[config.mk]
export PLATFORM = sky130hd
export DESIGN_NAME = device_value_response_curve
export DESIGN_NICKNAME = d
export VERILOG_FILES = /design/src/design/dvrc_pkg.sv /design/src/design/dvrc_front.sv /design/src/design/dvrc_div.sv /design/src/design/dvrc_back.sv /design/src/design/device_value_response_curve.sv
export SDC_FILE = /design/constraint.sdc
export NUM_CORES = 2
export LEC_CHECK = 0
export BUFFER_PORTS_ARGS = -buffer_cell sky130_fd_sc_hd__buf_2
export CORE_MARGIN = 1.5
export CORE_UTILIZATION = 50
export DETAILED_ROUTE_END_ITERATION = 10
export PLACE_DENSITY = 0.66
export SETUP_SLACK_MARGIN = 0.2
export SYNTH_ARGS = -nofsm -noshare
export SYNTH_HDL_FRONTEND = slang
export SYNTH_HIERARCHICAL = 1
export SYNTH_SLANG_ARGS = --single-unit
export TNS_END_PERCENT = 100
[constraint.sdc]
create_clock -name clk -period 15.7 [get_ports clk]
set_input_delay 0.785 -clock clk [delete_from_list [all_inputs] [get_ports clk]]
set_output_delay 0.785 -clock clk [all_outputs]
set_load 0.05 [all_outputs]
[src/design/dvrc_pkg.sv]
`timescale 1ns / 1ps
// ----------------------------------------------------------------------------
// dvrc_pkg: shared types and constants of the device value response curve
// Holds the item and result layouts, the configuration record, the queue
// entry passed from the front end to the back end, and the sizing constants.
// ----------------------------------------------------------------------------
package dvrc_pkg;

    // Table and scale sizing.
    localparam int MAX_POINTS  = 16;
    localparam int FULL_SCALE  = 10000;
    localparam int IDX_W       = $clog2(MAX_POINTS);
    localparam int VAL_W       = 14;
    localparam int RAW_W       = 32;
    localparam int CNT_PT_W    = 5;

    // Datapath widths: a 33-bit difference times the 14-bit scale.
    localparam int WIDE_W      = RAW_W + 1;
    localparam int PROD_W      = WIDE_W + VAL_W;

    // Depth of the queue between front end and back end.
    localparam int QUEUE_DEPTH = 2;

    // Configuration register indexes.
    localparam int CFG_IDX_W = 2;
    localparam logic [CFG_IDX_W-1:0] CFG_DEVICE_MIN  = 2'd0;
    localparam logic [CFG_IDX_W-1:0] CFG_DEVICE_MAX  = 2'd1;
    localparam logic [CFG_IDX_W-1:0] CFG_REVERSE     = 2'd2;
    localparam logic [CFG_IDX_W-1:0] CFG_POINT_COUNT = 2'd3;

    // Item operation codes.
    typedef enum logic {
        OP_WRITE  = 1'b0,
        OP_SAMPLE = 1'b1
    } op_t;

    // One input transaction.
    typedef struct packed {
        op_t                     operation;
        logic signed [RAW_W-1:0] raw_value;
        logic [IDX_W-1:0]        point_index;
        logic [VAL_W-1:0]        point_x;
        logic [VAL_W-1:0]        point_y;
    } in_item_t;

    // One result transaction.
    typedef struct packed {
        logic [VAL_W-1:0] position;
        logic [VAL_W-1:0] curve_value;
        logic             range_error;
    } result_t;

    // Configuration registers.
    typedef struct packed {
        logic signed [RAW_W-1:0] device_min;
        logic signed [RAW_W-1:0] device_max;
        logic                    reverse;
        logic [CNT_PT_W-1:0]     point_count;
    } cfg_t;

    // Classified item waiting for the back end; point values already saturated.
    typedef struct packed {
        op_t                     kind;
        logic signed [RAW_W-1:0] raw_value;
        logic [IDX_W-1:0]        point_index;
        logic [VAL_W-1:0]        point_x;
        logic [VAL_W-1:0]        point_y;
    } queue_entry_t;

    // Saturate a 14-bit value to full scale.
    function automatic logic [VAL_W-1:0] sat_full(input logic [VAL_W-1:0] v);
        logic [VAL_W-1:0] limit;
        limit = VAL_W'(FULL_SCALE);
        return (v > limit) ? limit : v;
    endfunction

endpackage

[src/design/dvrc_front.sv]
`timescale 1ns / 1ps
// ----------------------------------------------------------------------------
// dvrc_front: command intake and classification queue
// Accepts input transactions, saturates point values, and holds classified
// entries in a short queue until the back end takes them.
// ----------------------------------------------------------------------------
module dvrc_front (
    input  logic                   clk,
    input  logic                   rst_n,
    input  logic                   start,
    input  dvrc_pkg::in_item_t     item,
    output logic                   busy,
    output logic                   q_valid,
    output dvrc_pkg::queue_entry_t q_entry,
    input  logic                   q_pop
);
    import dvrc_pkg::*;

    localparam int PTR_W = $clog2(QUEUE_DEPTH);
    localparam int CNT_W = $clog2(QUEUE_DEPTH + 1);

    queue_entry_t     entry_reg [QUEUE_DEPTH];
    queue_entry_t     new_entry;
    logic [PTR_W-1:0] wr_ptr_reg, wr_ptr_next;
    logic [PTR_W-1:0] rd_ptr_reg, rd_ptr_next;
    logic [CNT_W-1:0] count_reg, count_next;
    logic             push;

    // The queue refuses a new transaction only while it is full.
    assign busy    = (count_reg == CNT_W'(QUEUE_DEPTH));
    assign push    = start && !busy;
    assign q_valid = (count_reg != '0);
    assign q_entry = entry_reg[rd_ptr_reg];

    // Classify the incoming item and saturate its point values.
    always_comb
    begin
        new_entry.kind        = item.operation;
        new_entry.raw_value   = item.raw_value;
        new_entry.point_index = item.point_index;
        new_entry.point_x     = sat_full(item.point_x);
        new_entry.point_y     = sat_full(item.point_y);
    end

    // Pointer and occupancy update.
    always_comb
    begin
        wr_ptr_next = push  ? PTR_W'(wr_ptr_reg + 1'b1) : wr_ptr_reg;
        rd_ptr_next = q_pop ? PTR_W'(rd_ptr_reg + 1'b1) : rd_ptr_reg;
        count_next  = count_reg;
        if (push && !q_pop)
        begin
            count_next = CNT_W'(count_reg + 1'b1);
        end
        else if (!push && q_pop)
        begin
            count_next = CNT_W'(count_reg - 1'b1);
        end
    end

    always_ff @(posedge clk or negedge rst_n)
    begin
        if (!rst_n)
        begin
            wr_ptr_reg <= '0;
            rd_ptr_reg <= '0;
            count_reg  <= '0;
        end
        else
        begin
            wr_ptr_reg <= wr_ptr_next;
            rd_ptr_reg <= rd_ptr_next;
            count_reg  <= count_next;
        end
    end

    // Queue storage needs no reset.
    always_ff @(posedge clk)
    begin
        if (push)
        begin
            entry_reg[wr_ptr_reg] <= new_entry;
        end
    end

`ifndef SYNTHESIS
    a_count_bound: assert property (@(posedge clk) disable iff (!rst_n)
        count_reg <= CNT_W'(QUEUE_DEPTH))
        else $error("queue occupancy above its depth");

    a_push_grows: assert property (@(posedge clk) disable iff (!rst_n)
        (push && !q_pop) |=> (count_reg == CNT_W'($past(count_reg) + 1'b1)))
        else $error("accepted transaction not counted in the queue");
`endif

endmodule

[src/design/dvrc_div.sv]
`timescale 1ns / 1ps
// ----------------------------------------------------------------------------
// dvrc_div: shared radix-2 restoring divider
// Produces a 14-bit quotient in 14 steps, one bit per cycle. The dividend
// shifted right by 14 must be below the divisor, which both callers ensure.
// ----------------------------------------------------------------------------
module dvrc_div (
    input  logic                         clk,
    input  logic                         rst_n,
    input  logic                         start,
    input  logic [dvrc_pkg::PROD_W-1:0]  dividend,
    input  logic [dvrc_pkg::WIDE_W-1:0]  divisor,
    output logic [dvrc_pkg::VAL_W-1:0]   quotient,
    output logic                         done
);
    import dvrc_pkg::*;

    localparam int STEP_W = $clog2(VAL_W);

    logic [WIDE_W-1:0] rem_reg;
    logic [WIDE_W-1:0] den_reg;
    logic [VAL_W-1:0]  low_reg;
    logic [VAL_W-1:0]  quo_reg;
    logic [STEP_W-1:0] step_reg;
    logic              run_reg;
    logic              done_reg;
    logic [WIDE_W:0]   shifted;
    logic [WIDE_W+1:0] trial;
    logic              fits;

    // Trial subtraction for the next quotient bit.
    assign shifted = {rem_reg, low_reg[VAL_W-1]};
    assign trial   = {1'b0, shifted} - {2'b00, den_reg};
    assign fits    = !trial[WIDE_W+1];

    assign quotient = quo_reg;
    assign done     = done_reg;

    // Step counter and completion pulse.
    always_ff @(posedge clk or negedge rst_n)
    begin
        if (!rst_n)
        begin
            run_reg  <= 1'b0;
            step_reg <= '0;
            done_reg <= 1'b0;
        end
        else
        begin
            done_reg <= 1'b0;
            if (start)
            begin
                run_reg  <= 1'b1;
                step_reg <= '0;
            end
            else if (run_reg)
            begin
                step_reg <= STEP_W'(step_reg + 1'b1);
                if (step_reg == STEP_W'(VAL_W - 1))
                begin
                    run_reg  <= 1'b0;
                    done_reg <= 1'b1;
                end
            end
        end
    end

    // Remainder and quotient shift registers.
    always_ff @(posedge clk)
    begin
        if (start)
        begin
            rem_reg <= dividend[PROD_W-1:VAL_W];
            low_reg <= dividend[VAL_W-1:0];
            den_reg <= divisor;
        end
        else if (run_reg)
        begin
            rem_reg <= fits ? trial[WIDE_W-1:0] : shifted[WIDE_W-1:0];
            low_reg <= {low_reg[VAL_W-2:0], 1'b0};
            quo_reg <= {quo_reg[VAL_W-2:0], fits};
        end
    end

`ifndef SYNTHESIS
    a_no_restart: assert property (@(posedge clk) disable iff (!rst_n)
        start |-> !run_reg)
        else $error("divider restarted while a division is running");
`endif

endmodule

[src/design/dvrc_back.sv]
`timescale 1ns / 1ps
// ----------------------------------------------------------------------------
// dvrc_back: execution sequencer of the response curve
// Writes control points, normalizes samples, scans the point table one entry
// per cycle and interpolates with the shared multiplier and divider.
// ----------------------------------------------------------------------------
module dvrc_back (
    input  logic                   clk,
    input  logic                   rst_n,
    input  dvrc_pkg::cfg_t         cfg,
    input  logic                   q_valid,
    input  dvrc_pkg::queue_entry_t q_entry,
    output logic                   q_pop,
    output logic                   done,
    output dvrc_pkg::result_t      result
);
    import dvrc_pkg::*;

    typedef enum logic [7:0] {
        ST_IDLE      = 8'b0000_0001,
        ST_NORM      = 8'b0000_0010,
        ST_POS_GO    = 8'b0000_0100,
        ST_NDIV_WAIT = 8'b0000_1000,
        ST_SCAN_GO   = 8'b0001_0000,
        ST_SCAN      = 8'b0010_0000,
        ST_CDIV_GO   = 8'b0100_0000,
        ST_CDIV_WAIT = 8'b1000_0000
    } state_t;

    state_t            state_reg, state_next;
    logic              done_reg, done_next;
    result_t           result_reg, result_next;

    logic [WIDE_W-1:0] num_reg, num_next;
    logic [WIDE_W-1:0] den_reg, den_next;
    logic [WIDE_W-1:0] mag_num, mag_den;
    logic              sat_reg, sat_next;
    logic              neg_reg, neg_next;
    logic [WIDE_W-1:0] div_den_reg, div_den_next;
    logic [VAL_W-1:0]  pos_reg, pos_next;
    logic [IDX_W-1:0]  cmp_idx_reg, cmp_idx_next;
    logic [IDX_W-1:0]  last_idx;
    logic [IDX_W-1:0]  rd_addr;
    logic [VAL_W-1:0]  x0_reg, x0_next;
    logic [VAL_W-1:0]  y0_reg, y0_next;

    logic [WIDE_W-1:0] mul_a;
    logic [VAL_W-1:0]  mul_b;
    logic              prod_en;
    logic [PROD_W-1:0] prod_reg;

    logic              tbl_we;
    logic [VAL_W-1:0]  curve_x_table [MAX_POINTS];
    logic [VAL_W-1:0]  curve_y_table [MAX_POINTS];
    logic [VAL_W-1:0]  x_rd_reg;
    logic [VAL_W-1:0]  y_rd_reg;

    logic [VAL_W-1:0]  dx;
    logic [VAL_W-1:0]  dy_mag;
    logic              dy_neg;

    logic              div_start;
    logic              div_done;
    logic [VAL_W-1:0]  div_q;

    // Clamp a signed intermediate to 0..full scale.
    function automatic logic [VAL_W-1:0] clamp_full(input logic signed [VAL_W+2:0] s);
        logic [VAL_W-1:0] res;
        if (s < 0)
        begin
            res = '0;
        end
        else if (s > $signed((VAL_W+3)'(FULL_SCALE)))
        begin
            res = VAL_W'(FULL_SCALE);
        end
        else
        begin
            res = s[VAL_W-1:0];
        end
        return res;
    endfunction

    // Signed quotient, optional mirror, then clamp.
    function automatic logic [VAL_W-1:0] pos_from_quot(input logic [VAL_W-1:0] q,
                                                       input logic neg,
                                                       input logic rev);
        logic signed [VAL_W+2:0] s;
        s = $signed({3'b000, q});
        if (neg)
        begin
            s = -s;
        end
        if (rev)
        begin
            s = $signed((VAL_W+3)'(FULL_SCALE)) - s;
        end
        return clamp_full(s);
    endfunction

    // Interpolated value y0 plus or minus the quotient, then clamp.
    function automatic logic [VAL_W-1:0] curve_from_quot(input logic [VAL_W-1:0] y0,
                                                         input logic [VAL_W-1:0] q,
                                                         input logic neg);
        logic signed [VAL_W+2:0] s;
        if (neg)
        begin
            s = $signed({3'b000, y0}) - $signed({3'b000, q});
        end
        else
        begin
            s = $signed({3'b000, y0}) + $signed({3'b000, q});
        end
        return clamp_full(s);
    endfunction

    // Magnitudes of the normalization difference and range.
    assign mag_num = num_reg[WIDE_W-1] ? WIDE_W'(~num_reg + 1'b1) : num_reg;
    assign mag_den = den_reg[WIDE_W-1] ? WIDE_W'(~den_reg + 1'b1) : den_reg;

    // Index of the last point in use: zero counts as one, large counts saturate.
    always_comb
    begin
        if (cfg.point_count == '0)
        begin
            last_idx = '0;
        end
        else if (cfg.point_count > CNT_PT_W'(MAX_POINTS))
        begin
            last_idx = IDX_W'(MAX_POINTS - 1);
        end
        else
        begin
            last_idx = IDX_W'(cfg.point_count - 1'b1);
        end
    end

    // Segment deltas against the previously scanned point.
    assign dx     = VAL_W'(pos_reg - x0_reg);
    assign dy_neg = (y_rd_reg < y0_reg);
    assign dy_mag = dy_neg ? VAL_W'(y0_reg - y_rd_reg) : VAL_W'(y_rd_reg - y0_reg);

    // Sequencer.
    always_comb
    begin
        state_next   = state_reg;
        done_next    = 1'b0;
        result_next  = result_reg;
        num_next     = num_reg;
        den_next     = den_reg;
        sat_next     = sat_reg;
        neg_next     = neg_reg;
        div_den_next = div_den_reg;
        pos_next     = pos_reg;
        cmp_idx_next = cmp_idx_reg;
        x0_next      = x0_reg;
        y0_next      = y0_reg;
        q_pop        = 1'b0;
        tbl_we       = 1'b0;
        div_start    = 1'b0;
        prod_en      = 1'b0;
        mul_a        = '0;
        mul_b        = '0;
        rd_addr      = '0;
        case (state_reg)
            ST_IDLE:
            begin
                if (q_valid)
                begin
                    q_pop = 1'b1;
                    if (q_entry.kind == OP_WRITE)
                    begin
                        tbl_we = 1'b1;
                    end
                    else
                    begin
                        num_next   = {q_entry.raw_value[RAW_W-1], q_entry.raw_value}
                                   - {cfg.device_min[RAW_W-1], cfg.device_min};
                        den_next   = {cfg.device_max[RAW_W-1], cfg.device_max}
                                   - {cfg.device_min[RAW_W-1], cfg.device_min};
                        state_next = ST_NORM;
                    end
                end
            end
            ST_NORM:
            begin
                if (den_reg == '0)
                begin
                    // Equal range limits: flag the error with zero fields.
                    done_next               = 1'b1;
                    result_next.position    = '0;
                    result_next.curve_value = '0;
                    result_next.range_error = 1'b1;
                    state_next              = ST_IDLE;
                end
                else
                begin
                    mul_a        = mag_num;
                    mul_b        = VAL_W'(FULL_SCALE);
                    prod_en      = 1'b1;
                    sat_next     = (mag_num >= mag_den);
                    neg_next     = num_reg[WIDE_W-1] ^ den_reg[WIDE_W-1];
                    div_den_next = mag_den;
                    state_next   = ST_POS_GO;
                end
            end
            ST_POS_GO:
            begin
                // A quotient at or beyond full scale clamps the same as full scale.
                if (sat_reg)
                begin
                    pos_next   = pos_from_quot(VAL_W'(FULL_SCALE), neg_reg, cfg.reverse);
                    state_next = ST_SCAN_GO;
                end
                else
                begin
                    div_start  = 1'b1;
                    state_next = ST_NDIV_WAIT;
                end
            end
            ST_NDIV_WAIT:
            begin
                if (div_done)
                begin
                    pos_next   = pos_from_quot(div_q, neg_reg, cfg.reverse);
                    state_next = ST_SCAN_GO;
                end
            end
            ST_SCAN_GO:
            begin
                rd_addr      = '0;
                cmp_idx_next = '0;
                state_next   = ST_SCAN;
            end
            ST_SCAN:
            begin
                // Read data holds the entry at cmp_idx; fetch the next one meanwhile.
                rd_addr = IDX_W'(cmp_idx_reg + 1'b1);
                if (pos_reg < x_rd_reg)
                begin
                    if ((cmp_idx_reg == '0) || (x_rd_reg == x0_reg))
                    begin
                        done_next               = 1'b1;
                        result_next.position    = pos_reg;
                        result_next.curve_value = y_rd_reg;
                        result_next.range_error = 1'b0;
                        state_next              = ST_IDLE;
                    end
                    else
                    begin
                        mul_a        = WIDE_W'(dx);
                        mul_b        = dy_mag;
                        prod_en      = 1'b1;
                        neg_next     = dy_neg;
                        div_den_next = WIDE_W'(VAL_W'(x_rd_reg - x0_reg));
                        state_next   = ST_CDIV_GO;
                    end
                end
                else
                begin
                    x0_next = x_rd_reg;
                    y0_next = y_rd_reg;
                    if (cmp_idx_reg == last_idx)
                    begin
                        // Past the last point: its value holds.
                        done_next               = 1'b1;
                        result_next.position    = pos_reg;
                        result_next.curve_value = y_rd_reg;
                        result_next.range_error = 1'b0;
                        state_next              = ST_IDLE;
                    end
                    else
                    begin
                        cmp_idx_next = IDX_W'(cmp_idx_reg + 1'b1);
                    end
                end
            end
            ST_CDIV_GO:
            begin
                div_start  = 1'b1;
                state_next = ST_CDIV_WAIT;
            end
            ST_CDIV_WAIT:
            begin
                if (div_done)
                begin
                    done_next               = 1'b1;
                    result_next.position    = pos_reg;
                    result_next.curve_value = curve_from_quot(y0_reg, div_q, neg_reg);
                    result_next.range_error = 1'b0;
                    state_next              = ST_IDLE;
                end
            end
            default:
            begin
                state_next = ST_IDLE;
            end
        endcase
    end

    // Control registers.
    always_ff @(posedge clk or negedge rst_n)
    begin
        if (!rst_n)
        begin
            state_reg <= ST_IDLE;
            done_reg  <= 1'b0;
        end
        else
        begin
            state_reg <= state_next;
            done_reg  <= done_next;
        end
    end

    // Datapath registers and the shared multiplier.
    always_ff @(posedge clk)
    begin
        result_reg  <= result_next;
        num_reg     <= num_next;
        den_reg     <= den_next;
        sat_reg     <= sat_next;
        neg_reg     <= neg_next;
        div_den_reg <= div_den_next;
        pos_reg     <= pos_next;
        cmp_idx_reg <= cmp_idx_next;
        x0_reg      <= x0_next;
        y0_reg      <= y0_next;
        if (prod_en)
        begin
            prod_reg <= {{VAL_W{1'b0}}, mul_a} * {{WIDE_W{1'b0}}, mul_b};
        end
    end

    // Point tables: one write port, one registered read port.
    always_ff @(posedge clk)
    begin
        if (tbl_we)
        begin
            curve_x_table[q_entry.point_index] <= q_entry.point_x;
            curve_y_table[q_entry.point_index] <= q_entry.point_y;
        end
        x_rd_reg <= curve_x_table[rd_addr];
        y_rd_reg <= curve_y_table[rd_addr];
    end

    dvrc_div u_div (
        .clk      (clk),
        .rst_n    (rst_n),
        .start    (div_start),
        .dividend (prod_reg),
        .divisor  (div_den_reg),
        .quotient (div_q),
        .done     (div_done)
    );

    assign done   = done_reg;
    assign result = result_reg;

`ifndef SYNTHESIS
    a_error_zero: assert property (@(posedge clk) disable iff (!rst_n)
        (done_reg && result_reg.range_error) |->
            ((result_reg.position == '0) && (result_reg.curve_value == '0)))
        else $error("range error result carries nonzero fields");

    a_done_source: assert property (@(posedge clk) disable iff (!rst_n)
        done_reg |-> (($past(state_reg) == ST_NORM) || ($past(state_reg) == ST_SCAN)
                      || ($past(state_reg) == ST_CDIV_WAIT)))
        else $error("result strobe from a state that produces no result");
`endif

endmodule

[src/design/device_value_response_curve.sv]
`timescale 1ns / 1ps
// ----------------------------------------------------------------------------
// device_value_response_curve: response curve for raw input-device readings
// Holds the configuration registers and joins the intake queue to the
// execution sequencer. Point writes store one control point; samples return
// a normalized position and the interpolated curve value.
// ----------------------------------------------------------------------------
// Sequence: a valid sample passes normalization, a 14-step division, the point
// scan of one table entry per cycle and a second 14-step division before done;
// either division may be skipped. One transaction at a time in the sequencer;
// the two-entry queue takes new transactions while it works, until it is full.
// The receiver cannot stall: done is high for a single cycle per result.
// Reset clears control state and restores register defaults; tables are not cleared.
module device_value_response_curve (
    input  logic                            clk,
    input  logic                            rst_n,
    input  logic                            start,
    output logic                            busy,
    input  dvrc_pkg::in_item_t              item,
    output logic                            done,
    output dvrc_pkg::result_t               result,
    input  logic                            cfg_we,
    input  logic [dvrc_pkg::CFG_IDX_W-1:0]  cfg_index,
    input  logic [dvrc_pkg::RAW_W-1:0]      cfg_data
);
    import dvrc_pkg::*;

    cfg_t         cfg_reg;
    logic         q_valid;
    logic         q_pop;
    queue_entry_t q_entry;

    // Configuration register writes.
    always_ff @(posedge clk or negedge rst_n)
    begin
        if (!rst_n)
        begin
            cfg_reg.device_min  <= '0;
            cfg_reg.device_max  <= RAW_W'(1024);
            cfg_reg.reverse     <= 1'b0;
            cfg_reg.point_count <= CNT_PT_W'(2);
        end
        else if (cfg_we)
        begin
            case (cfg_index)
                CFG_DEVICE_MIN:  cfg_reg.device_min  <= $signed(cfg_data);
                CFG_DEVICE_MAX:  cfg_reg.device_max  <= $signed(cfg_data);
                CFG_REVERSE:     cfg_reg.reverse     <= cfg_data[0];
                CFG_POINT_COUNT: cfg_reg.point_count <= cfg_data[CNT_PT_W-1:0];
                default:         cfg_reg             <= cfg_reg;
            endcase
        end
    end

    dvrc_front u_front (
        .clk     (clk),
        .rst_n   (rst_n),
        .start   (start),
        .item    (item),
        .busy    (busy),
        .q_valid (q_valid),
        .q_entry (q_entry),
        .q_pop   (q_pop)
    );

    dvrc_back u_back (
        .clk     (clk),
        .rst_n   (rst_n),
        .cfg     (cfg_reg),
        .q_valid (q_valid),
        .q_entry (q_entry),
        .q_pop   (q_pop),
        .done    (done),
        .result  (result)
    );

endmodule
Word-level counts from Yosys, hierarchy flattened:

Memories as Yosys holds them, arrays and structs flattened. A register that Yosys moved wholly into a read port is not among the register bits.
Index checks and enable logic that the tools add are counted.

* register bits after elaboration: 406
* output and inout port bits: 31
* logic and storage cells: 235
* memories: 3
* memory bits (writable): 578

* equal/unequal tests: 28
* add/sub/neg operators: 21
* magnitude comparators: 12
* muxes and demuxes: 103
* $mul: 1
* bitwise gates (word level): 6
* reduce and logical (&&, ||, !) cells: 32

Memories
* u_back.curve_x_table: depth 16, bits a word 14, read ports 1, clocked after memory_dff 1, write ports 1, line dvrc_back.sv:53 `logic [VAL_W-1:0] curve_x_table [MAX_POINTS];`
* u_back.curve_y_table: depth 16, bits a word 14, read ports 1, clocked after memory_dff 1, write ports 1, line dvrc_back.sv:54 `logic [VAL_W-1:0] curve_y_table [MAX_POINTS];`
* u_front.entry_reg: depth 2, bits a word 65, read ports 1, clocked after memory_dff 0, write ports 1, line dvrc_front.sv:22 `queue_entry_t entry_reg [QUEUE_DEPTH];`

Operator list (number)
* $mux W33: 10
* $mux W17: 15
* $mux W14: 17
* $mux W29: 5
* $pmux W33 S2: 2
* $pmux W29 S3: 1
* $add A33 B1 Y33 const B: 2
* $not A33 Y33: 2
* $sub A32 B32 Y33: 2
* $pmux W8 S8: 1
* $pmux W14 S2: 2
* $sub A14 B14 Y14: 4
* $gt A17 B15 Y1 const B: 3
* $lt A17 B1 Y1 const B: 3
* $mux W8: 6
* $mul A33 B14 Y47: 1
* $sub A34 B33 Y35: 1
* $sub A15 B17 Y17 const A: 2
* $ge A33 B33 Y1: 1
* $logic_not A33 Y1: 1
* $gt A14 B14 Y1 const B: 2
* $lt A14 B14 Y1: 2
* $mux W4: 7
* $mux W1: 27
* other kinds (47): 84

Logic depth before layout (Yosys ltp):

* depth in word-level cells: 13
* depth in mapped cells: 39

Hierarchy:

The synthesis kept the hierarchy.

Modules (own cells, without submodules)
* dvrc_back: area an instance 49826.5 µm², instances 1, cells each 4417
* dvrc_div: area an instance 5988.2 µm², instances 1, cells each 561
* dvrc_front: area an instance 5171.2 µm², instances 1, cells each 267
* device_value_response_curve: area an instance 2660.1 µm², instances 1, cells each 150

Least setup slack after synthesis:

OpenSTA, ideal clock, no wires.

* path kind: flip-flop to flip-flop
* start: reg u_back.y0_reg[1]
* end: reg u_back.prod_reg[46], data pin
* library setup time: 0.260 ns
* path buffers: 3
* setup slack: 5.497 ns
* cell stages (with the launch flop): 36
* arrival: 9.943 ns
* cells stage by stage: edfxtp_1 > inv_1 > fa_1 > a21o_1 > a21o_1 > a2111oi_0 > nor3_1 > a41o_1 > o41ai_2 > buf_4 > mux2i_1 > a21oi_1 > nor3b_1 > clkbuf_1 > nand2_1 > fa_1 > fa_1 > inv_1 > ha_1 > fa_1 > fa_1 > inv_1 > fa_1 > inv_1 > ha_1 > clkbuf_1 > nand4_1 > or4_1 > o31ai_1 > o311ai_0 > a2111oi_0 > o211ai_1 > a31oi_1 > a21oi_1 > o21ai_0 > xnor2_1

* longest elaborated chain between the ends: 6

Ends and longest elaborated chain
* start, declared: line dvrc_back.sv:45 `logic [VAL_W-1:0] y0_reg, y0_next;`
* start signal, assigned: line dvrc_back.sv:328 `y0_reg <= y0_next;`
* $sub A14 B14 Y14 or $lt A14 B14 Y1 (tied branches): line dvrc_back.sv:141, dvrc_back.sv:140
* $mux W14 *: line dvrc_back.sv:141 `assign dy_mag = dy_neg ? VAL_W'(y0_reg - y_rd_reg) : VAL_W'(y_rd_reg - y0_reg);`
* $mux W14 *: line dvrc_back.sv:241 `if ((cmp_idx_reg == '0) || (x_rd_reg == x0_reg))`
* $mux W14 *: line dvrc_back.sv:239 `if (pos_reg < x_rd_reg)`
* $pmux W14 S2 *: line dvrc_back.sv:165 `case (state_reg)`
* $mul A33 B14 Y47 *: line dvrc_back.sv:331 `prod_reg <= {{VAL_W{1'b0}}, mul_a} * {{WIDE_W{1'b0}}, mul_b};`
* end signal, assigned: line dvrc_back.sv:331
* end, declared: line dvrc_back.sv:50 `logic [PROD_W-1:0] prod_reg;`

Every way passes the cells marked *; elsewhere a longest branch is shown, timed or not.
A chain may end at the register's enable or synchronous reset.

Worst setup path in the final report:

* start: reg u_back.den_reg[8]
* end: reg u_back.prod_reg[46], data pin

* longest elaborated chain between the ends: 4

Ends and longest elaborated chain
* start, declared: line dvrc_back.sv:35 `logic [WIDE_W-1:0] den_reg, den_next;`
* start signal, assigned: line dvrc_back.sv:321 `den_reg <= den_next;`
* $logic_not A33 Y1 *: line dvrc_back.sv:187 `if (den_reg == '0)`
* $mux W33 or $mux W14 (tied branches): line dvrc_back.sv:187
* $pmux W33 S2 or $pmux W14 S2 (tied branches): line dvrc_back.sv:165
* $mul A33 B14 Y47 *: line dvrc_back.sv:331

Marks and branches as above.

==> summary.txt <==
Clock network
  – CTS tree: yes
  – Num Clock Sinks: 1012
  – Worst-path clk slew: 0.06 ns
  – Buffer count from post-CTS setup fixing: 0
  – Clk Tree Root Cell: clkbuf_16
  – Clk Latency, worst-skew pair: 0.75 ns
  – CTS Buf Count: 106
  – Bufs on Longest Clock Path: 3
  – Post-CTS Resized: 0
  – H-tree levels: 3
  – Post-cts hold buffer count: 0

Placed design
  – Detailed placement HPWL: 111000 µm
  – Final GP Congestion: 0.910
  – IO buf count: 133

Min path
  – Hold Crit Class: primary input to asynchronous set/reset pin

Timing
  – Final hold vios: 0
  – Worst Tran Pin Value: 1.20 ns
  – RSZ-0062 raised after global routing: no
  – Tcrit/Tclk final: 0.693
  – Slew headroom: 0.200
  – Final setup fails: 0
  – Fmax: 0.0919 GHz
  – Clk_skew: 0.0791 ns
  – Pins Over Slew Limit: 0
  – Setup TNS: 0 ns
  – Clock period minus worst slack: 10.88 ns

Synthesis
  – Avg Inst Size Synth: 11.8 µm²
  – Yosys cell types: 104
  – Predominant post-synthesis flop cell: edfxtp_1
  – Flops & latches, synth: 1012
  – Register area share after synthesis: 0.466
  – Synth area leader: edfxtp_1
  – Top-count cell post-synth: edfxtp_1
  – Synth top cells by count: edfxtp_1, inv_1, nand2_1
  – Cell count after synthesis: 5395
  – Top-area cell type share of the netlist area: 0.422
  – Post-synth EDFFs: 895
  – Synth Warn #: 6
  – Top cells by area, synth: edfxtp_1, fa_1, ha_1, inv_1, dfrtp_1
  – Ys async rst share: 0.0879
  – Cell Area, Synth: 0.0636 mm²

Detailed routing
  – Vias/cell: 5.65
  – 1st-iter DRT viols: 3370
  – Initial DRT Pass Iterations: 5
  – Drc violations: 0
  – Vias: 41900
  – Final WL: 154000 µm
  – WL/cell: 20.8 µm
  – Post-route ant nets: 0

Final layout
  – Area of the multi-input gates: 0.0316 mm²
  – Layout Utilization: 0.560
  – Layout cells sized above 1: 0.109
  – NumNets Final: 6505
  – Register Area: 0.0297 mm²
  – Layout area overhead: 10.7%
  – Layout fillers: 10644

Floorplan
  – Core ar.: 0.126 mm²
  – Die height: 360 µm
  – Die area: 0.129 mm²
  – Chip width: 360 µm
  – Initial Util: 0.506
  – Row count: 130
  – # IOs: 134

Outcome
  – Outcome: finished, final reports clean

Global routing
  – Overflow after GRT: 0
  – Wire length of the first global-routing pass: 241000 µm
  – GR Util All Layers: 0.239
  – Largest net degree at the start of global routing: 115
  – Vias in the first global route: 41981
  – Antenna violations before repair: 11

Job
  – Max-cap violations: 0

Setup path
  – WS Path Type: register to register
  – Crit path top cell by count: fa_1
  – Max stage delay on crit path: 0.91 ns
  – Endpoint class of the critical path: register
  – Worst Path Max Fanout: 22
  – Max stage delay cell, worst path: a22oi_1
  – Critical Path Source Type: register
  – CP arrival: 11.31 ns
  – WP data required: 16.13 ns

Power
  – Worst vdd ir: 414 µV
  – Pwr dens: 211 mW/mm²
  – Leak: 28.3 nW
final cells by class:
cell class	instances	area share
timing repair buffer	199	0.0167
sequential	1012	0.421
inverter	615	0.0328
tap	1650	0.0293
clock inverter	66	0.0112
clock buffer	134	0.0401
antenna	1	0.0000355
multi-input combinational	3744	0.449
per-layer routing:
metal  vias to the layer above  routed length (µm)  GRT usage
li1                      19579                   -          -
met1                     20892               70700      0.343
met2                      1209               70500      0.379
met3                       210                9540     0.0339
met4                        10                3610     0.0675
met5                         -                  68          0
path summary, 6_finish.rpt:
kind / startpoint / endpoint / slack (ns) / cells past startpoint
max: u_back/den_reg[8] / u_back/prod_reg[46] / 4.82 / 32
min: rst_n / cfg_reg[69] / 0.16 / 1
max reg2reg: u_back/den_reg[8] / u_back/prod_reg[46] / 4.82 / 32
min reg2reg: u_back/div_den_reg[22] / u_back/u_div/den_reg[22] / 0.42 / 0
max in group asynchronous: rst_n / u_front/rd_ptr_reg / 14.53 / 2
min in group clk: item[29] / u_front/entry_reg[0][29] / 0.22 / 1
placed cells by master, fill, tap and decap left out, types with 33 or more instances in the layout:
cell         n
a211oi_1    76
a21o_1      93
a21oi_1    230
a311oi_1    61
a31oi_1     41
and2_1     144
buf_2      132
buf_4       66
clkbuf_16  107
conb_1     171
dfrtp_1     85
edfxtp_1   895
fa_1       378
ha_1       346
inv_1      609
mux2_2     150
mux2i_1    136
nand2_1    404
nand2b_1    53
nand3_1     76
nand4_1     33
nor2_1     273
nor2b_1     42
nor3_1      82
o21a_1      35
o21ai_0    148
o31ai_1     38
xnor2_1    164
xor2_1      95
worst max-delay path: cells and delay by family, from the launching register on:
family,cells,cell delay (ns)
flops,1,0.41
simple gates,10,3.31
fa+ha+maj,7,3.53
compound gates,8,2.56
xor+xnor,1,0.10
buf+inv,6,0.64
power breakdown:
| group | internal [W] | switching, W |
|---|---|---|
| logic | 0.00324 | 0.00482 |
| registers | 0.00397 | 0.000246 |
| clock network | 0.00149 | 0.00109 |
cell families (layout without fill, tap and decap cells):
logic type / count (synthesis) / in the layout / share of synthesized area
DFF: 1012 / 1012 / 0.466
and+or+nand+nor: 1295 / 1295 / 0.0989
other: 2 / 172 / 0.000118
xor gates and xnor gates: 259 / 259 / 0.0356
muxes: 316 / 316 / 0.0582
adders and majority gates: 724 / 724 / 0.187
AOI/OAI and AO/OA: 979 / 979 / 0.104
buffers and inverters: 808 / 1014 / 0.0497
metrics by stage:
| stage | setup slack (ns) | hold slack [ns] | area [µm²] | cells | power, W |
|---|---|---|---|---|---|
| CTS | 4.81 | 0.161 | 70500 | 7420 | 0.0149 |
| global route | 3.82 | 0.200 | 70500 | 7421 | 0.0160 |
| global placement | 5.06 | 0.403 | 66800 | 7220 | 0.0120 |
| finish | 4.82 | 0.163 | 70500 | 7421 | 0.0148 |
| detailed placement | 4.86 | 0.407 | 66800 | 7220 | 0.0122 |
| floorplan | 5.50 | 0.400 | 64300 | 5564 | 0.0102 |
Power figures use the tool's default switching activity.
